`src/design/lmpk_pkg.sv`:
```
// Shared types and constants for the multiplexed LED driver with key scan.
`default_nettype none

package lmpk_pkg;

   typedef enum logic [1:0] {
      ACT_TICK      = 2'd0,
      ACT_WRITE_SEG = 2'd1,
      ACT_WRITE_MSK = 2'd2,
      ACT_WRITE_COM = 2'd3
   } lmpk_action_type;

   localparam int unsigned CsrIndexW = 3;

   localparam logic [CsrIndexW-1:0] CSR_BRIGHTNESS    = 3'd0;
   localparam logic [CsrIndexW-1:0] CSR_BREATH_LEVEL  = 3'd1;
   localparam logic [CsrIndexW-1:0] CSR_BREATH_ENABLE = 3'd2;
   localparam logic [CsrIndexW-1:0] CSR_FILTER_ENABLE = 3'd3;
   localparam logic [CsrIndexW-1:0] CSR_FILTER_COUNT  = 3'd4;

   typedef struct packed {
      logic [7:0] brightness;
      logic [7:0] breath_level;
      logic       breath_enable;
      logic       filter_enable;
      logic [5:0] filter_count;
   } lmpk_cfg_type;

   typedef struct packed {
      logic [7:0] segment_pins;
      logic       segment_drive_on;
      logic [7:0] common_pins;
      logic [7:0] key_value;
   } lmpk_result_type;

endpackage

`default_nettype wire

```
`src/design/lmpk_engine.sv`:
```
// Scan state, pattern tables and per-beat next-state logic of the LED driver.
`default_nettype none

module lmpk_engine #(
   parameter int unsigned PWM_TOP = 40,
   parameter int unsigned DIGITS  = 8
) (
   input  wire logic                  clock,
   input  wire logic                  reset,
   input  wire logic                  step,
   input  wire logic [1:0]            action,
   input  wire logic [3:0]            digit_index,
   input  wire logic [7:0]            write_data,
   input  wire logic [7:0]            key_pins,
   input  wire lmpk_pkg::lmpk_cfg_type cfg,
   output lmpk_pkg::lmpk_result_type  result
);
   import lmpk_pkg::*;

   localparam int unsigned DigitW = (DIGITS > 1) ? $clog2(DIGITS) : 1;
   localparam logic [7:0] TopSlot = 8'(PWM_TOP);
   localparam logic [9:0] TopMinusOne = 10'(PWM_TOP - 1);
   localparam logic [DigitW-1:0] LastDigit = DigitW'(DIGITS - 1);
   localparam logic [4:0] DigitCount = 5'(DIGITS);

   logic [7:0] segment_table [DIGITS];
   logic [7:0] mask_table [DIGITS];
   logic [7:0] common_table [DIGITS];

   logic [7:0]        slot_ff, slot_in;
   logic [DigitW-1:0] digit_ff, digit_in;
   logic [7:0]        breath_ff, breath_in;
   logic [7:0]        keys_ff, keys_in;
   logic [7:0]        prev_ff, prev_in;
   logic [5:0]        stable_ff, stable_in;
   logic [7:0]        seg_ff, seg_in;
   logic              driven_ff, driven_in;
   logic [7:0]        com_ff, com_in;
   logic [7:0]        mask_cur_ff, mask_cur_in;

   lmpk_action_type   act;
   logic              index_ok;
   logic [DigitW-1:0] widx;
   logic [DigitW-1:0] digit_next;
   logic [9:0]        limit_raw;
   logic [9:0]        limit;
   logic [7:0]        bright;
   logic [7:0]        slot_next;
   logic [7:0]        breath_clamped;
   logic [7:0]        next_seg, next_mask, next_com;

   assign act      = lmpk_action_type'(action);
   assign index_ok = {1'b0, digit_index} < DigitCount;
   assign widx     = digit_index[DigitW-1:0];
   assign digit_next = (digit_ff == LastDigit) ? '0 : digit_ff + 1'b1;
   assign slot_next  = slot_ff + 8'd1;

   // A write to the entry about to be shown is forwarded.
   always_comb begin
      next_seg  = segment_table[digit_next];
      next_mask = mask_table[digit_next];
      next_com  = common_table[digit_next];
      if (index_ok && widx == digit_next) begin
         if (act == ACT_WRITE_SEG) next_seg = write_data;
         if (act == ACT_WRITE_MSK) next_mask = write_data;
         if (act == ACT_WRITE_COM) next_com = write_data;
      end
   end

   always_comb begin
      limit_raw = TopMinusOne - (cfg.filter_enable ? {4'd0, cfg.filter_count} : 10'd0);
      if (limit_raw[9] || limit_raw == 10'd0) begin
         limit = 10'd1;
      end else begin
         limit = limit_raw;
      end
      if ({2'b00, cfg.brightness} > limit) begin
         bright = limit[7:0];
      end else if (cfg.brightness == 8'd0) begin
         bright = 8'd1;
      end else begin
         bright = cfg.brightness;
      end
      breath_clamped = (cfg.breath_level < bright) ? cfg.breath_level : bright;
   end

   always_comb begin
      slot_in     = slot_ff;
      digit_in    = digit_ff;
      breath_in   = breath_ff;
      keys_in     = keys_ff;
      prev_in     = prev_ff;
      stable_in   = stable_ff;
      seg_in      = seg_ff;
      driven_in   = driven_ff;
      com_in      = com_ff;
      mask_cur_in = mask_cur_ff;
      unique case (act)
         ACT_TICK: begin
            if (slot_ff == TopSlot) begin
               slot_in     = 8'd0;
               breath_in   = breath_clamped;
               digit_in    = digit_next;
               driven_in   = 1'b1;
               mask_cur_in = next_mask;
               com_in      = next_com;
               if (cfg.breath_enable && breath_clamped == 8'd0) begin
                  seg_in = next_seg & ~next_mask;
               end else begin
                  seg_in = next_seg;
               end
            end else begin
               slot_in = slot_next;
               priority if (slot_next >= bright) begin
                  priority if (slot_next == bright) begin
                     com_in    = 8'd0;
                     driven_in = 1'b0;
                  end else if (cfg.filter_enable) begin
                     if (key_pins == prev_ff) begin
                        if (stable_ff < cfg.filter_count) begin
                           stable_in = stable_ff + 6'd1;
                        end else begin
                           keys_in = key_pins;
                        end
                     end else begin
                        prev_in   = key_pins;
                        stable_in = 6'd0;
                     end
                  end else if (slot_next == TopSlot) begin
                     keys_in = key_pins;
                  end else begin
                  end
               end else if (cfg.breath_enable && slot_next == breath_ff) begin
                  seg_in = seg_ff & ~mask_cur_ff;
               end else begin
               end
            end
         end
         ACT_WRITE_MSK: begin
            if (index_ok && widx == digit_ff) mask_cur_in = write_data;
         end
         ACT_WRITE_SEG, ACT_WRITE_COM: begin
         end
         default: begin
         end
      endcase
   end

   always_ff @(posedge clock) begin
      if (reset) begin
         for (int i = 0; i < int'(DIGITS); i++) begin
            segment_table[i] <= 8'd0;
            mask_table[i]    <= 8'd0;
            common_table[i]  <= 8'd0;
         end
      end else if (step && act != ACT_TICK && index_ok) begin
         if (act == ACT_WRITE_SEG) segment_table[widx] <= write_data;
         if (act == ACT_WRITE_MSK) mask_table[widx] <= write_data;
         if (act == ACT_WRITE_COM) common_table[widx] <= write_data;
      end
   end

   always_ff @(posedge clock) begin
      if (reset) begin
         slot_ff     <= 8'd0;
         digit_ff    <= '0;
         breath_ff   <= 8'd0;
         keys_ff     <= 8'd0;
         prev_ff     <= 8'd0;
         stable_ff   <= 6'd0;
         seg_ff      <= 8'd0;
         driven_ff   <= 1'b1;
         com_ff      <= 8'd0;
         mask_cur_ff <= 8'd0;
      end else if (step) begin
         slot_ff     <= slot_in;
         digit_ff    <= digit_in;
         breath_ff   <= breath_in;
         keys_ff     <= keys_in;
         prev_ff     <= prev_in;
         stable_ff   <= stable_in;
         seg_ff      <= seg_in;
         driven_ff   <= driven_in;
         com_ff      <= com_in;
         mask_cur_ff <= mask_cur_in;
      end
   end

   assign result.segment_pins     = driven_in ? seg_in : 8'd0;
   assign result.segment_drive_on = driven_in;
   assign result.common_pins      = com_in;
   assign result.key_value        = keys_in;

   slot_in_range: assert property (@(posedge clock) disable iff (reset)
      slot_ff <= TopSlot)
      else $error("Slot counter ran past the top slot.");

   digit_in_range: assert property (@(posedge clock) disable iff (reset)
      5'(digit_ff) < DigitCount)
      else $error("Digit select out of range.");

   commons_off_when_released: assert property (@(posedge clock) disable iff (reset)
      !driven_ff |-> com_ff == 8'd0)
      else $error("Commons driven while segment pins are released.");

   wrap_drives_segments: assert property (@(posedge clock) disable iff (reset)
      step && act == ACT_TICK && slot_ff == TopSlot |=> driven_ff && slot_ff == 8'd0)
      else $error("Wrap did not restart the digit with segments driven.");

endmodule

`default_nettype wire

```
`src/design/led_mux_pwm_key_scanner_top.sv`:
```
// Top level of the multiplexed LED driver with PWM dimming and key scan.
`default_nettype none

// Each request beat is a timer tick or a write to the segment, breath mask or
// common table, and each produces exactly one response beat holding the pin
// state after it. The block takes one beat per clock cycle while the response
// side does not stall. A beat passes an input register, the scan logic and a
// result register, whose output is held while the response side stalls.
// Configuration registers are written through the csr_ channel at any cycle
// and take effect on the next processed beat.
module led_mux_pwm_key_scanner_top #(
   parameter int unsigned PWM_TOP = 40,
   parameter int unsigned DIGITS  = 8
) (
   input  wire logic                             clock,
   input  wire logic                             reset,
   input  wire logic                             req_valid,
   output logic                                  req_ready,
   input  wire logic [1:0]                       req_action,
   input  wire logic [3:0]                       req_digit_index,
   input  wire logic [7:0]                       req_write_data,
   input  wire logic [7:0]                       req_key_pins,
   output logic                                  rsp_valid,
   input  wire logic                             rsp_ready,
   output logic [7:0]                            rsp_segment_pins,
   output logic                                  rsp_segment_drive_on,
   output logic [7:0]                            rsp_common_pins,
   output logic [7:0]                            rsp_key_value,
   input  wire logic                             csr_valid,
   output logic                                  csr_ready,
   input  wire logic [lmpk_pkg::CsrIndexW-1:0]   csr_index,
   input  wire logic [7:0]                       csr_wdata
);
   import lmpk_pkg::*;

   lmpk_cfg_type    cfg_ff, cfg_in;
   lmpk_result_type result;
   lmpk_result_type rsp_ff;

   logic       in_valid_ff, in_valid_in;
   logic [1:0] action_ff;
   logic [3:0] digit_index_ff;
   logic [7:0] write_data_ff;
   logic [7:0] key_pins_ff;
   logic       rsp_valid_ff, rsp_valid_in;
   logic       out_free;
   logic       step;
   logic       req_fire;

   assign csr_ready = 1'b1;
   assign out_free  = !rsp_valid_ff || rsp_ready;
   assign step      = in_valid_ff && out_free;
   assign req_ready = !in_valid_ff || out_free;
   assign req_fire  = req_valid && req_ready;

   assign in_valid_in  = req_fire || (in_valid_ff && !step);
   assign rsp_valid_in = step || (rsp_valid_ff && !rsp_ready);

   always_comb begin
      cfg_in = cfg_ff;
      if (csr_valid) begin
         unique case (csr_index)
            CSR_BRIGHTNESS:    cfg_in.brightness    = csr_wdata;
            CSR_BREATH_LEVEL:  cfg_in.breath_level  = csr_wdata;
            CSR_BREATH_ENABLE: cfg_in.breath_enable = csr_wdata[0];
            CSR_FILTER_ENABLE: cfg_in.filter_enable = csr_wdata[0];
            CSR_FILTER_COUNT:  cfg_in.filter_count  = csr_wdata[5:0];
            default: begin
            end
         endcase
      end
   end

   always_ff @(posedge clock) begin
      if (reset) begin
         cfg_ff.brightness    <= 8'd1;
         cfg_ff.breath_level  <= 8'd0;
         cfg_ff.breath_enable <= 1'b0;
         cfg_ff.filter_enable <= 1'b0;
         cfg_ff.filter_count  <= 6'd3;
         in_valid_ff          <= 1'b0;
         rsp_valid_ff         <= 1'b0;
      end else begin
         cfg_ff       <= cfg_in;
         in_valid_ff  <= in_valid_in;
         rsp_valid_ff <= rsp_valid_in;
      end
   end

   always_ff @(posedge clock) begin
      if (req_fire) begin
         action_ff      <= req_action;
         digit_index_ff <= req_digit_index;
         write_data_ff  <= req_write_data;
         key_pins_ff    <= req_key_pins;
      end
      if (step) begin
         rsp_ff <= result;
      end
   end

   lmpk_engine #(
      .PWM_TOP (PWM_TOP),
      .DIGITS  (DIGITS)
   ) u_engine (
      .clock       (clock),
      .reset       (reset),
      .step        (step),
      .action      (action_ff),
      .digit_index (digit_index_ff),
      .write_data  (write_data_ff),
      .key_pins    (key_pins_ff),
      .cfg         (cfg_ff),
      .result      (result)
   );

   assign rsp_valid            = rsp_valid_ff;
   assign rsp_segment_pins     = rsp_ff.segment_pins;
   assign rsp_segment_drive_on = rsp_ff.segment_drive_on;
   assign rsp_common_pins      = rsp_ff.common_pins;
   assign rsp_key_value        = rsp_ff.key_value;

   held_beat_waits: assert property (@(posedge clock) disable iff (reset)
      in_valid_ff && !step |=> in_valid_ff)
      else $error("Held request beat was dropped.");

   step_yields_response: assert property (@(posedge clock) disable iff (reset)
      step |=> rsp_valid_ff)
      else $error("Processed beat produced no response.");

   released_reads_zero: assert property (@(posedge clock) disable iff (reset)
      rsp_valid_ff && !rsp_ff.segment_drive_on |-> rsp_ff.segment_pins == 8'd0)
      else $error("Released segment pins show a nonzero pattern.");

endmodule

`default_nettype wire
```
`config.mk`:
```
export PLATFORM = sky130hd
export DESIGN_NAME = led_mux_pwm_key_scanner_top
export DESIGN_NICKNAME = d
export VERILOG_FILES = /design/src/design/lmpk_pkg.sv /design/src/design/lmpk_engine.sv /design/src/design/led_mux_pwm_key_scanner_top.sv
export SDC_FILE = /design/constraint.sdc
export NUM_CORES = 1
export LEC_CHECK = 0
export BUFFER_PORTS_ARGS = -buffer_cell sky130_fd_sc_hd__clkbuf_2
export CORE_UTILIZATION = 40
export CTS_BUF_LIST = sky130_fd_sc_hd__clkbuf_8
export CTS_CLUSTER_SIZE = 24
export DETAILED_ROUTE_END_ITERATION = 16
export MAX_ROUTING_LAYER = met4
export SYNTH_ARGS = -nofsm -noshare
export SYNTH_HDL_FRONTEND = slang
export SYNTH_SLANG_ARGS = --single-unit
```
`constraint.sdc`:
```
create_clock -name clock -period 5.6 [get_ports clock]
set_clock_uncertainty 0.05 [all_clocks]
set_input_delay 0.28 -clock clock [delete_from_list [all_inputs] [get_ports clock]]
set_output_delay 0.28 -clock clock [all_outputs]
set_load 0.005 [all_outputs]
```
==> summary.json, run 1 <==
{
  "run_status": {"value": "finished, final reports clean"},
  "htree_levels": {"value": 2},
  "ys_ff_latch": {"value": 331},
  "grtUsageTotal": {"value": 20.5, "unit": "%"},
  "dpl_worst_slack": {"value": 0.100, "unit": "ns"},
  "unrepaired_setup_endpoints_after_global_routing": {"value": "false"},
  "postSynthAreaPerCell": {"value": 11.4, "unit": "um2"},
  "gr-total-overflow": {"value": 0},
  "finalWorstSetupSlack": {"value": 0.466, "unit": "ns"},
  "antenna_found_initial": {"value": 0},
  "max-cap-violations": {"value": 0},
  "fillerInstances": {"value": 3709},
  "floorplan.die_area": {"value": 41800, "unit": "um2"},
  "synth-seq-area-share": {"value": 55.0, "unit": "%"},
  "numCtsBuffers": {"value": 57},
  "power_density_of_the_placed_cells": {"value": 281, "unit": "nW/um2"},
  "yosysMostFrequentCell": {"value": "edfxtp_1"},
  "min_tclk_post_route": {"value": 5.13, "unit": "ns"},
  "diodes": {"value": 0},
  "criticalPathCategory": {"value": "reg2reg"},
  "finalWirelength": {"value": 40.4, "unit": "mm"},
  "clock_latency": {"value": 0.67, "unit": "ns"},
  "floorplan.io_pins": {"value": 66},
  "post-cts-setup-buffers": {"value": 0},
  "fin_worst_hold_slack": {"value": 0.0511, "unit": "ns"},
  "die_h": {"value": 204, "unit": "um"},
  "maxSlewHeadroom": {"value": 32.1, "unit": "%"},
  "first_pass_drt_iterations": {"value": 5},
  "cts_tree": {"value": "built"},
  "root_cell_of_the_clock_tree": {"value": "clkbuf_8"},
  "synth_largest_area_cell": {"value": "edfxtp_1"},
  "first_iter_violations": {"value": 857},
  "static-leakage-power": {"value": 7.66, "unit": "nW"},
  "crit_path_start_kind": {"value": "flop"},
  "synthToLayoutAreaGrowth": {"value": 14.7, "unit": "%"},
  "routabilityCongestion": {"value": 0.880},
  "fraction_of_registers_with_async_set_reset": {"value": 0, "unit": "%"},
  "critical_path_required": {"value": 5.96, "unit": "ns"},
  "layout.cell_area.non_filler": {"value": 18800, "unit": "um2"},
  "worst_setup_path_end_kind": {"value": "flop"},
  "drt.antenna.violating_nets": {"value": 0},
  "synth_ff_type": {"value": "edfxtp_1"},
  "synthTopCellsByArea": {"value": "edfxtp_1, dfxtp_1, and2_1"},
  "clkTransAtPathRegs": {"value": 0.06, "unit": "ns"},
  "design.core.area": {"value": 40100, "unit": "um2"},
  "route.detailed.vias_per_inst": {"value": 5.30},
  "cts.sinks": {"value": 331},
  "cts-root-to-sink-buffers": {"value": 3},
  "pin_count_of_the_biggest_net_entering_global_routing": {"value": 71},
  "start_util": {"value": 40.9, "unit": "%"},
  "placed_area": {"value": 17200, "unit": "um2"},
  "routedWlPerCell": {"value": 19.2, "unit": "um"},
  "dp_hpwl": {"value": 26.2, "unit": "mm"},
  "synth_edf_count": {"value": 239},
  "setup_tns_after_final_layout": {"value": 0, "unit": "ns"},
  "hold_viol_final": {"value": 0},
  "layout-drive-gt1-share": {"value": 15.9, "unit": "%"},
  "peakVddDrop": {"value": 0.000151, "unit": "V"},
  "min_period_over_period": {"value": 91.7, "unit": "%"},
  "timing_max_transition_violations_final": {"value": 0},
  "worst-endpoint-arrival": {"value": 5.50, "unit": "ns"},
  "portBuffers": {"value": 64},
  "nets": {"value": 1607},
  "ys_top_cells_by_count": {"value": "edfxtp_1, and2_1, nor2_1"},
  "worst-slew-pin-transition": {"value": 1.01, "unit": "ns"},
  "first_global_vias": {"value": 11052},
  "worst-path-max-fanout": {"value": 16},
  "synth.yosys.warnings": {"value": 0},
  "max_freq": {"value": 195, "unit": "MHz"},
  "timing.final.setup_violations": {"value": 0},
  "hold_path_class": {"value": "in2reg"},
  "synth_top_area_share": {"value": 43.8, "unit": "%"},
  "die_w": {"value": 204, "unit": "um"},
  "grt_first_pass_wirelength": {"value": 63.4, "unit": "mm"},
  "synthesis.instances": {"value": 1432},
  "vias": {"value": 11181},
  "rows": {"value": 73},
  "remaining_drc_errors": {"value": 0},
  "syn_area": {"value": 16400, "unit": "um2"},
  "unique_masters_post_synth": {"value": 64}
}
cells in the final DEF, fill, tap and decap left out, types with 29 or more instances in the layout:
| cell type | n |
|---|---|
| edfxtp_1 | 239 |
| and2_1 | 199 |
| dfxtp_1 | 90 |
| mux2i_1 | 118 |
| a21oi_1 | 78 |
| nor2_1 | 140 |
| dlygate4sd3_1 | 39 |
| nand2_1 | 101 |
| or2_2 | 29 |
| clkbuf_8 | 69 |
| ha_1 | 34 |
| clkbuf_2 | 63 |
| inv_1 | 48 |
area by class of cell:
type	instances	area, um2	area share (%)
clock buffers	69	950	5.05
clock inverters	39	234	1.25
inverters	29	109	0.579
multi-input cells	992	6950	37.0
flip-flops and latches	331	9020	48.0
well taps	525	657	3.50
repair buffers	124	871	4.64
flip-flops by register name (all words and copies together), names as in the netlist, 8 cells and up:
name,count
cfg_ff,24
key_pins_ff,8
rsp_common_pins,8
rsp_key_value,8
rsp_segment_pins,8
u_engine.breath_ff,8
u_engine.com_ff,8
u_engine.common_table,64
u_engine.keys_ff,8
u_engine.mask_cur_ff,8
u_engine.mask_table,64
u_engine.prev_ff,8
u_engine.seg_ff,8
u_engine.segment_table,64
u_engine.slot_ff,8
write_data_ff,8
final timing paths:
check / startpoint / endpoint / slack (ns) / depth (start not counted)
hold / removal: csr_index[2] / cfg_ff[0] / 0.05 / 4
setup / recovery: cfg_ff[6] / rsp_segment_pins[0] / 0.47 / 22
setup reg to reg: cfg_ff[6] / rsp_segment_pins[0] / 0.47 / 22
hold reg to reg: u_engine.driven_ff / u_engine.driven_ff / 0.42 / 1
power breakdown:
part | switching [W] | internal [W]
Sequential | 0.0000343 | 0.00269
Clock | 0.00102 | 0.00121
Combinational | 0.000195 | 0.000111
metal layers:
metal  routed length, um  global-route usage, %
met1               18700                   27.1
met2               18400                   31.2
met3                2240                   4.19
met4                1050                   7.04
met5                   0                      -
stage by stage:
| stage | util (%) | cells | total power (W) |
|---|---|---|---|
| final | 46.9 | 2109 | 0.00527 |
| after global routing | 46.9 | 2109 | 0.00546 |
| after CTS | 46.8 | 2109 | 0.00533 |
| after detailed placement | 42.9 | 1962 | 0.00306 |
| after global placement | 42.9 | 1962 | 0.00306 |
| after floorplan | - | 1433 | 0.00294 |
cells by family (layout without fill, tap and decap cells):
logic type	count (synthesis)	after routing	synth area share, %
AO/OA/AOI/OAI	202	202	8.29
XOR/XNOR	34	34	1.82
adder cells (fa/ha/maj)	34	34	2.60
buffers and inverters	110	261	2.73
flip-flops	331	331	55.0
multiplexers	157	157	11.5
other	1	2	0.0229
AND/OR/NAND/NOR	563	563	18.0
critical path, stage by stage (launching register included):
cell and delay [ns]:
dfxtp_2 0.37, nand2_1 0.10, ha_1 0.17, inv_1 0.05
ha_1 0.26, nor3_1 0.37, inv_1 0.08, ha_1 0.30
nand4_1 0.15, a211o_1 0.29, a211o_2 0.46, mux2i_1 0.30
ha_1 0.31, a21o_1 0.16, a21oi_1 0.16, nor2b_1 0.06
o21ai_0 0.15, nand2b_1 0.10, a31oi_1 0.25, and2_1 0.21
mux2i_1 0.19, buf_4 0.25, a21oi_1 0.10
timing repair:
| item | CTS | global route |
|---|---|---|
| setup endpoints to repair | 0 | 35 |
| resized for setup | 0 | 6 |
| hold buffers | 39 | 0 |
| hold endpoints to repair | 69 | 0 |
Power figures use the tool's default switching activity.
==> run 2, diff against run 1 <==
--- a/config.mk
+++ b/config.mk
@@ -5,11 +5,11 @@
 export SDC_FILE = /design/constraint.sdc
 export NUM_CORES = 1
 export LEC_CHECK = 0
-export BUFFER_PORTS_ARGS = -buffer_cell sky130_fd_sc_hd__clkbuf_2
 export CORE_UTILIZATION = 40
 export CTS_BUF_LIST = sky130_fd_sc_hd__clkbuf_8
 export CTS_CLUSTER_SIZE = 24
 export DETAILED_ROUTE_END_ITERATION = 16
+export DONT_BUFFER_PORTS = 1
 export MAX_ROUTING_LAYER = met4
 export SYNTH_ARGS = -nofsm -noshare
 export SYNTH_HDL_FRONTEND = slang
==> run 2 against run 1 <==
  * Maximum frequency shrank 1.9%
  * Worst setup slack worse by 0.097 ns
  * Hold slack gained 0.029 ns
  * Critical endpoint is now rsp_segment_pins[4]
  * Largest cell class unchanged
==> summary.json, run 2 (synthesis results as in run 1) <==
{
  "hold_path_sink": {"value": "cfg_ff[7]"},
  "cts-root-to-sink-buffers": {"value": 3, "change": "unchanged"},
  "routedWlPerCell": {"value": 20.0, "unit": "um", "change": "+4.5%"},
  "worst-endpoint-arrival": {"value": 5.58, "unit": "ns", "change": "+0.08 ns"},
  "static-leakage-power": {"value": 7.36, "unit": "nW", "change": "-3.9%"},
  "rr_startpoint": {"value": "cfg_ff[6]"},
  "critical_path_required": {"value": 5.95, "unit": "ns", "change": "about the same"},
  "p_sw_share": {"value": 24.1, "unit": "%", "change": "+0.32 points"},
  "critical_path.most_common_cell": {"value": "ha_1"},
  "start_util": {"value": 40.9, "unit": "%", "change": "unchanged"},
  "maxSlewHeadroom": {"value": 35.6, "unit": "%", "change": "+3.4 points"},
  "gr-total-overflow": {"value": 0, "change": "unchanged"},
  "max_freq": {"value": 191, "unit": "MHz", "change": "-1.9%"},
  "finalWirelength": {"value": 41.0, "unit": "mm", "change": "+1.3%"},
  "min_period_over_period": {"value": 93.4, "unit": "%", "change": "+1.7 points"},
  "routabilityCongestion": {"value": 0.859, "change": "-2.4%"},
  "finalWorstSetupSlack": {"value": 0.369, "unit": "ns", "change": "-0.0971 ns"},
  "p_comb_share": {"value": 5.7, "unit": "%", "change": "about the same"},
  "timing_max_transition_violations_final": {"value": 0, "change": "unchanged"},
  "dp_hpwl": {"value": 26.2, "unit": "mm", "change": "-0.17%"},
  "design.core.area": {"value": 40100, "unit": "um2", "change": "unchanged"},
  "first_iter_violations": {"value": 963, "change": "+12%"},
  "power": {"value": 0.00509, "unit": "W", "change": "-3.5%"},
  "root_cell_of_the_clock_tree": {"value": "clkbuf_8"},
  "placedCellCount": {"value": 1896, "change": "-3.4%"},
  "p_seq_share": {"value": 53.6, "unit": "%", "change": "+1.9 points"},
  "setup.worst_path.start": {"value": "cfg_ff[6]"},
  "grt_first_pass_wirelength": {"value": 62.5, "unit": "mm", "change": "-1.4%"},
  "max-cap-violations": {"value": 0, "change": "unchanged"},
  "htree_levels": {"value": 2, "change": "unchanged"},
  "largest_stage_delay_on_the_critical_path": {"value": 0.47, "unit": "ns", "change": "about the same"},
  "largestRegisters": {"value": "u_engine.common_table (64), u_engine.mask_table (64), u_engine.segment_table (64)"},
  "criticalPathCategory": {"value": "reg2reg"},
  "synthToLayoutAreaGrowth": {"value": 12.5, "unit": "%"},
  "portBuffers": {"value": 0, "change": "-100%"},
  "dpl_worst_slack": {"value": 0.0755, "unit": "ns", "change": "-0.0244 ns"},
  "hold_viol_final": {"value": 0, "change": "unchanged"},
  "hold_path_class": {"value": "in2reg"},
  "internal-power": {"value": 0.00386, "unit": "W", "change": "-3.9%"},
  "cts_tree": {"value": "built"},
  "drt.antenna.violating_nets": {"value": 0, "change": "unchanged"},
  "layout-drive-gt1-share": {"value": 11.7, "unit": "%", "change": "-4.2 points"},
  "worst-slew-pin-transition": {"value": 0.967, "unit": "ns", "change": "-0.0477 ns"},
  "numCtsBuffers": {"value": 56, "change": "-1.8%"},
  "floorplan.io_pins": {"value": 66, "change": "unchanged"},
  "worst_setup_path_end_kind": {"value": "flop"},
  "timing.final.setup_violations": {"value": 0, "change": "unchanged"},
  "use_met1": {"value": 27.0, "unit": "%", "change": "-0.11 points"},
  "crit_path_start_kind": {"value": "flop"},
  "remaining_drc_errors": {"value": 0, "change": "unchanged"},
  "min_tclk_post_route": {"value": 5.23, "unit": "ns", "change": "+0.0971 ns"},
  "critical_path.slowest_cell": {"value": "a211o_1"},
  "rrSetupSlack": {"value": 0.37, "unit": "ns", "change": "-0.10 ns"},
  "cts.sinks": {"value": 331, "change": "unchanged"},
  "first_global_vias": {"value": 10772, "change": "-2.5%"},
  "power_frac_clock": {"value": 40.7, "unit": "%", "change": "-1.8 points"},
  "layout.cells.most_common": {"value": "edfxtp_1"},
  "startpoint_of_the_lowest_slack_hold_path": {"value": "csr_valid"},
  "finalNonFillerCells": {"value": 2046, "change": "-3.0%"},
  "first_pass_drt_iterations": {"value": 5, "change": "unchanged"},
  "floorplan.die_area": {"value": 41800, "unit": "um2", "change": "unchanged"},
  "nets": {"value": 1547, "change": "-3.7%"},
  "worst_hold_path.num_cells": {"value": 4, "change": "unchanged"},
  "grtUsageTotal": {"value": 20.3, "unit": "%", "change": "-0.16 points"},
  "final_cell_mix": {"value": "edfxtp_1, and2_1, nor2_1"},
  "power.net_switching": {"value": 0.00123, "unit": "W", "change": "-2.2%"},
  "clock_latency": {"value": 0.66, "unit": "ns", "change": "about the same"},
  "unrepaired_setup_endpoints_after_global_routing": {"value": "false"},
  "endpoint_of_the_lowest_slack_register_to_register_path": {"value": "rsp_segment_pins[4]"},
  "placed_area": {"value": 16900, "unit": "um2", "change": "-2.0%"},
  "grtUsageMet3": {"value": 2.85, "unit": "%", "change": "-1.3 points"},
  "most_used_routing_layer": {"value": "met2"},
  "die_w": {"value": 204, "unit": "um", "change": "unchanged"},
  "globalRouteMet2Util": {"value": 32.0, "unit": "%", "change": "+0.86 points"},
  "worst-path-max-fanout": {"value": 12, "change": "-4"},
  "layout.cell_area.non_filler": {"value": 18400, "unit": "um2", "change": "-1.9%"},
  "post-cts-setup-buffers": {"value": 0, "change": "unchanged"},
  "run_status": {"value": "finished, final reports clean"},
  "setup_tns_after_final_layout": {"value": 0, "unit": "ns", "change": "unchanged"},
  "vias": {"value": 11012, "change": "-1.5%"},
  "route.detailed.vias_per_inst": {"value": 5.38, "change": "+1.5%"},
  "power_density_of_the_placed_cells": {"value": 276, "unit": "nW/um2", "change": "-1.6%"},
  "antenna_found_initial": {"value": 1, "change": "+1"},
  "fillerInstances": {"value": 3640, "change": "-1.9%"},
  "peakVddDrop": {"value": 0.000145, "unit": "V", "change": "-4.0%"},
  "clkTransAtPathRegs": {"value": 0.06, "unit": "ns", "change": "about the same"},
  "die_h": {"value": 204, "unit": "um", "change": "unchanged"},
  "rows": {"value": 73, "change": "unchanged"},
  "pin_count_of_the_biggest_net_entering_global_routing": {"value": 114, "change": "+61%"},
  "worst-r2r-cell-count": {"value": 23, "change": "+4.5%"},
  "timing.critical_path.cells": {"value": "nand2_1 -> ha_1 -> inv_1 -> ha_1 -> nand4_1 -> a211oi_1 -> nor3_2 -> inv_1 -> ha_1 -> nand2b_1 -> a211o_1 -> a211o_1 -> mux2i_2 -> ha_1 -> a21oi_1 -> o21ai_0 -> nor2_1 -> nor2b_1 -> nor3_1 -> and4_2 -> a21o_1 -> o211a_1 -> a21oi_1"}
}
[run 2: changes by cell type in the layout (fill, tap and decap cells not counted), sizes merged]
cell         change
buf              -2
bufinv           -2
clkbuf          -66
clkinv           -1
diode            +2
dlygate4sd3      +6
[run 2: cell type report]
cell class / count / area (um2) / area share [%]
flip-flops and latches: 331 / 9020 / 49.0
multi-input cells: 992 / 6940 / 37.7
clock buffers: 66 / 908 / 4.93
well taps: 525 / 657 / 3.56
repair buffers: 65 / 621 / 3.37
clock inverters: 36 / 163 / 0.883
inverters: 29 / 109 / 0.591
diodes: 2 / 5.00 / 0.0272
[run 2: per-layer routing]
layer / wire length, um / vias up
met1: 19000 / 5424
met2: 19200 / 283
li1: - / 5242
met3: 1890 / 63
met4: 854 / 0
met5: 0 / -
[run 2: what timing repair did]
item,CTS,global route
gates resized for setup,0,4
hold endpoints to repair,286,0
setup endpoints to repair,0,43
hold buffers,46,0
[run 2: stage by stage]
stage	hold WS, ns	utilization [%]
3_5_place_dp	0.319	42.1
5_1_grt	0.0886	45.9
2_1_floorplan	0.329	-
4_1_cts	0.0388	45.9
6_report	0.0798	46.0
3_3_place_gp	0.313	42.1
[run 2: worst max-delay path by stage]
stage	to	slack, ns
floorplan	rsp_segment_pins[6]	0.50
global placement	rsp_segment_pins[2]	0.33
detailed placement	rsp_segment_pins[4]	0.08
CTS	rsp_segment_pins[4]	0.07
global route	u_engine.breath_ff[5]	0.03
finish	rsp_segment_pins[4]	0.37
[run 2: worst max-delay path, delay by kind of cell, from the launching register on]
family,cells,cell delay (ns)
buf+inv,2,0.13
compound gates,8,1.57
fa+ha+maj,4,0.89
mux,1,0.31
flops,1,0.43
simple gates,8,1.61
[run 2: power by group through the flow]
| stage | Clock (W) | Sequential (W) | Combinational (W) |
|---|---|---|---|
| 2_1_floorplan | 0 | 0.00277 | 0.000177 |
| 3_3_place_gp | 0 | 0.00278 | 0.000241 |
| 3_5_place_dp | 0 | 0.00278 | 0.000246 |
| 4_1_cts | 0.00212 | 0.00273 | 0.000288 |
| 5_1_grt | 0.00222 | 0.00274 | 0.000312 |
| 6_report | 0.00207 | 0.00273 | 0.000288 |
==> run 3, diff against run 2 <==
==> constraint.sdc (replaced) <==
create_clock -name clock -period 5.6 [get_ports clock]
set_clock_uncertainty 0.05 [all_clocks]
set_input_delay 0.28 -clock clock [delete_from_list [all_inputs] [get_ports clock]]
set_output_delay 0.28 -clock clock [all_outputs]
set_load 0.02 [all_outputs]
==> run 3 against run 2 <==
  * Via count fell by 0.44%
  * Combinational power barely moved
  * Count of clock-buffer cells in the layout fell by 8
  * Clock power about the same
  * Cell count stayed put
  * Sequential power is essentially flat
  * Sequential cell count is the same
  * Critical endpoint is now rsp_segment_pins[3]
  * Global-route usage rose by 0.39 points
  * Critical path depth stayed put
  * Largest power group unchanged
==> summary.json, run 3 (synthesis results as in run 1) <==
{
  "timing_max_transition_violations_final": {"value": 0, "change": "unchanged"},
  "critical_path_required": {"value": 5.95, "unit": "ns", "change": "about the same"},
  "routabilityCongestion": {"value": 0.869, "change": "+1.2%"},
  "min_period_over_period": {"value": 93.3, "unit": "%", "change": "-0.097 points"},
  "layout-drive-gt1-share": {"value": 11.3, "unit": "%", "change": "-0.46 points"},
  "die_w": {"value": 204, "unit": "um", "change": "unchanged"},
  "remaining_drc_errors": {"value": 0, "change": "unchanged"},
  "cts-root-to-sink-buffers": {"value": 3, "change": "unchanged"},
  "worst-path-max-fanout": {"value": 12, "change": "unchanged"},
  "rr_startpoint": {"value": "cfg_ff[4]"},
  "clock_latency": {"value": 0.65, "unit": "ns", "change": "about the same"},
  "peakVddDrop": {"value": 0.000134, "unit": "V", "change": "-7.3%"},
  "worst_hold_path.num_cells": {"value": 4, "change": "unchanged"},
  "finalNonFillerCells": {"value": 2046, "change": "unchanged"},
  "pin_count_of_the_biggest_net_entering_global_routing": {"value": 112, "change": "-1.8%"},
  "rrSetupSlack": {"value": 0.37, "unit": "ns", "change": "about the same"},
  "max-cap-violations": {"value": 0, "change": "unchanged"},
  "die_h": {"value": 204, "unit": "um", "change": "unchanged"},
  "finalWirelength": {"value": 41.2, "unit": "mm", "change": "+0.53%"},
  "hold_viol_final": {"value": 0, "change": "unchanged"},
  "numCtsBuffers": {"value": 55, "change": "-1.8%"},
  "cts.sinks": {"value": 331, "change": "unchanged"},
  "synthToLayoutAreaGrowth": {"value": 12.4, "unit": "%", "change": "about the same"},
  "hold_path_class": {"value": "in2reg"},
  "dpl_worst_slack": {"value": 0.207, "unit": "ns", "change": "+0.131 ns"},
  "power_density_of_the_placed_cells": {"value": 275, "unit": "nW/um2", "change": "-0.40%"},
  "max_freq": {"value": 191, "unit": "MHz", "change": "+0.10%"},
  "worst_setup_path_end_kind": {"value": "flop"},
  "first_pass_drt_iterations": {"value": 6, "change": "+1"},
  "cts_tree": {"value": "built"},
  "maxSlewHeadroom": {"value": 30.7, "unit": "%", "change": "-4.9 points"},
  "crit_path_start_kind": {"value": "flop"},
  "clkTransAtPathRegs": {"value": 0.06, "unit": "ns", "change": "about the same"},
  "floorplan.die_area": {"value": 41800, "unit": "um2", "change": "unchanged"},
  "worst-r2r-cell-count": {"value": 23, "change": "unchanged"},
  "worst-endpoint-arrival": {"value": 5.58, "unit": "ns", "change": "about the same"},
  "setup.worst_path.start": {"value": "cfg_ff[4]"},
  "static-leakage-power": {"value": 7.36, "unit": "nW", "change": "about the same"},
  "gr-total-overflow": {"value": 0, "change": "unchanged"},
  "floorplan.io_pins": {"value": 66, "change": "unchanged"},
  "first_global_vias": {"value": 10859, "change": "+0.81%"},
  "worst-slew-pin-transition": {"value": 1.04, "unit": "ns", "change": "+0.0693 ns"},
  "first_iter_violations": {"value": 1053, "change": "+9.3%"},
  "drt.antenna.violating_nets": {"value": 0, "change": "unchanged"},
  "final_cell_mix": {"value": "edfxtp_1, and2_1, nor2_1"},
  "layout.cells.most_common": {"value": "edfxtp_1"},
  "htree_levels": {"value": 2, "change": "unchanged"},
  "vias": {"value": 10964, "change": "-0.44%"},
  "finalWorstSetupSlack": {"value": 0.374, "unit": "ns", "change": "+0.00543 ns"},
  "power": {"value": 0.00506, "unit": "W", "change": "-0.44%"},
  "largestRegisters": {"value": "u_engine.common_table (64), u_engine.mask_table (64), u_engine.segment_table (64)"},
  "root_cell_of_the_clock_tree": {"value": "clkbuf_8"},
  "placedCellCount": {"value": 1897, "change": "+0.053%"},
  "setup_tns_after_final_layout": {"value": 0, "unit": "ns", "change": "unchanged"},
  "route.detailed.vias_per_inst": {"value": 5.36, "change": "-0.44%"},
  "dp_hpwl": {"value": 26.1, "unit": "mm", "change": "-0.31%"},
  "endpoint_of_the_lowest_slack_register_to_register_path": {"value": "rsp_segment_pins[3]"},
  "rows": {"value": 73, "change": "unchanged"},
  "grtUsageTotal": {"value": 20.7, "unit": "%", "change": "+0.39 points"},
  "antenna_found_initial": {"value": 1, "change": "unchanged"},
  "portBuffers": {"value": 0, "change": "unchanged"},
  "run_status": {"value": "finished, final reports clean"},
  "criticalPathCategory": {"value": "reg2reg"},
  "worst_setup_path_endpoint": {"value": "rsp_segment_pins[3]"},
  "timing.final.setup_violations": {"value": 0, "change": "unchanged"},
  "fin_worst_hold_slack": {"value": 0.0904, "unit": "ns", "change": "+0.0106 ns"},
  "min_tclk_post_route": {"value": 5.23, "unit": "ns", "change": "-0.00543 ns"},
  "grt_first_pass_wirelength": {"value": 64.1, "unit": "mm", "change": "+2.5%"},
  "routedWlPerCell": {"value": 20.1, "unit": "um", "change": "+0.53%"},
  "start_util": {"value": 40.9, "unit": "%", "change": "unchanged"},
  "design.core.area": {"value": 40100, "unit": "um2", "change": "unchanged"},
  "nets": {"value": 1548, "change": "+0.065%"}
}
## run 3: changes by cell type in the layout (fill, tap and decap cells not counted), moves of 2 or more
| cell | change |
|---|---|
| clkbuf_8 | -8 |
| inv_1 | +6 |
| clkinv_2 | -5 |
| clkinv_1 | +3 |
| bufinv_16 | +2 |
| mux2i_1 | -2 |
| mux2i_2 | +2 |
## run 3: area by class of cell
cell class              instances  area (um2)
repair buffers                 67         642
fillers                      3663       21700
well taps                     525         657
flip-flops and latches        331        9020
clock buffers                  58         798
inverters                      29         109
multi-input cells             992        6960
clock inverters                42         231
diodes                          2        5.00
## run 3: metrics by stage
| stage | utilization [%] | area, um2 |
|---|---|---|
| global placement | 42.1 | 16900 |
| floorplan | - | 16400 |
| finish | 45.9 | 18400 |
| global route | 45.9 | 18400 |
| detailed placement | 42.1 | 16900 |
| CTS | 45.9 | 18400 |
## run 3: worst min path at each step
stage,start,endpoint,slack [ns]
global placement,reset,u_engine.stable_ff[1],0.31
floorplan,req_action[0],action_ff[0],0.33
detailed placement,reset,in_valid_ff,0.32
finish,csr_index[0],cfg_ff[11],0.09
global route,csr_valid,cfg_ff[6],0.09
CTS,csr_valid,cfg_ff[7],0.04
## run 3: report_power, final
group          internal, W  switching [W]
combinational     0.000101       0.000190
clock              0.00105       0.000989
sequential         0.00269      0.0000457
total              0.00384        0.00122
## run 3: metal layers
metal	share of wire [%]	track usage [%]
met2	47	32.1
met3	5.1	3.25
met5	0	-
met1	46	27.7
met4	2.2	6.50
## run 3: repair_timing
action | 4_1_cts | 5_1_grt
setup endpoints to repair | 0 | 23
gates resized for setup | 0 | 9
hold endpoints to repair | 287 | 0
buffers inserted | 0 | 0
hold buffers | 47 | 0
## run 3: critical path: stages (launching register included)
cell	delay (ns)
dfxtp_1	0.40
nand2_1	0.09
ha_1	0.23
inv_1	0.07
ha_1	0.22
nand4_1	0.11
a211oi_1	0.07
nor3_2	0.27
inv_1	0.07
ha_1	0.17
nand2b_1	0.13
a211o_1	0.32
a211o_2	0.46
mux2i_2	0.30
ha_1	0.30
a21oi_1	0.17
o21ai_0	0.11
nor2_1	0.28
nor2b_1	0.11
nor3_1	0.18
and4_2	0.41
a21o_1	0.19
o211a_1	0.18
a21oi_1	0.07
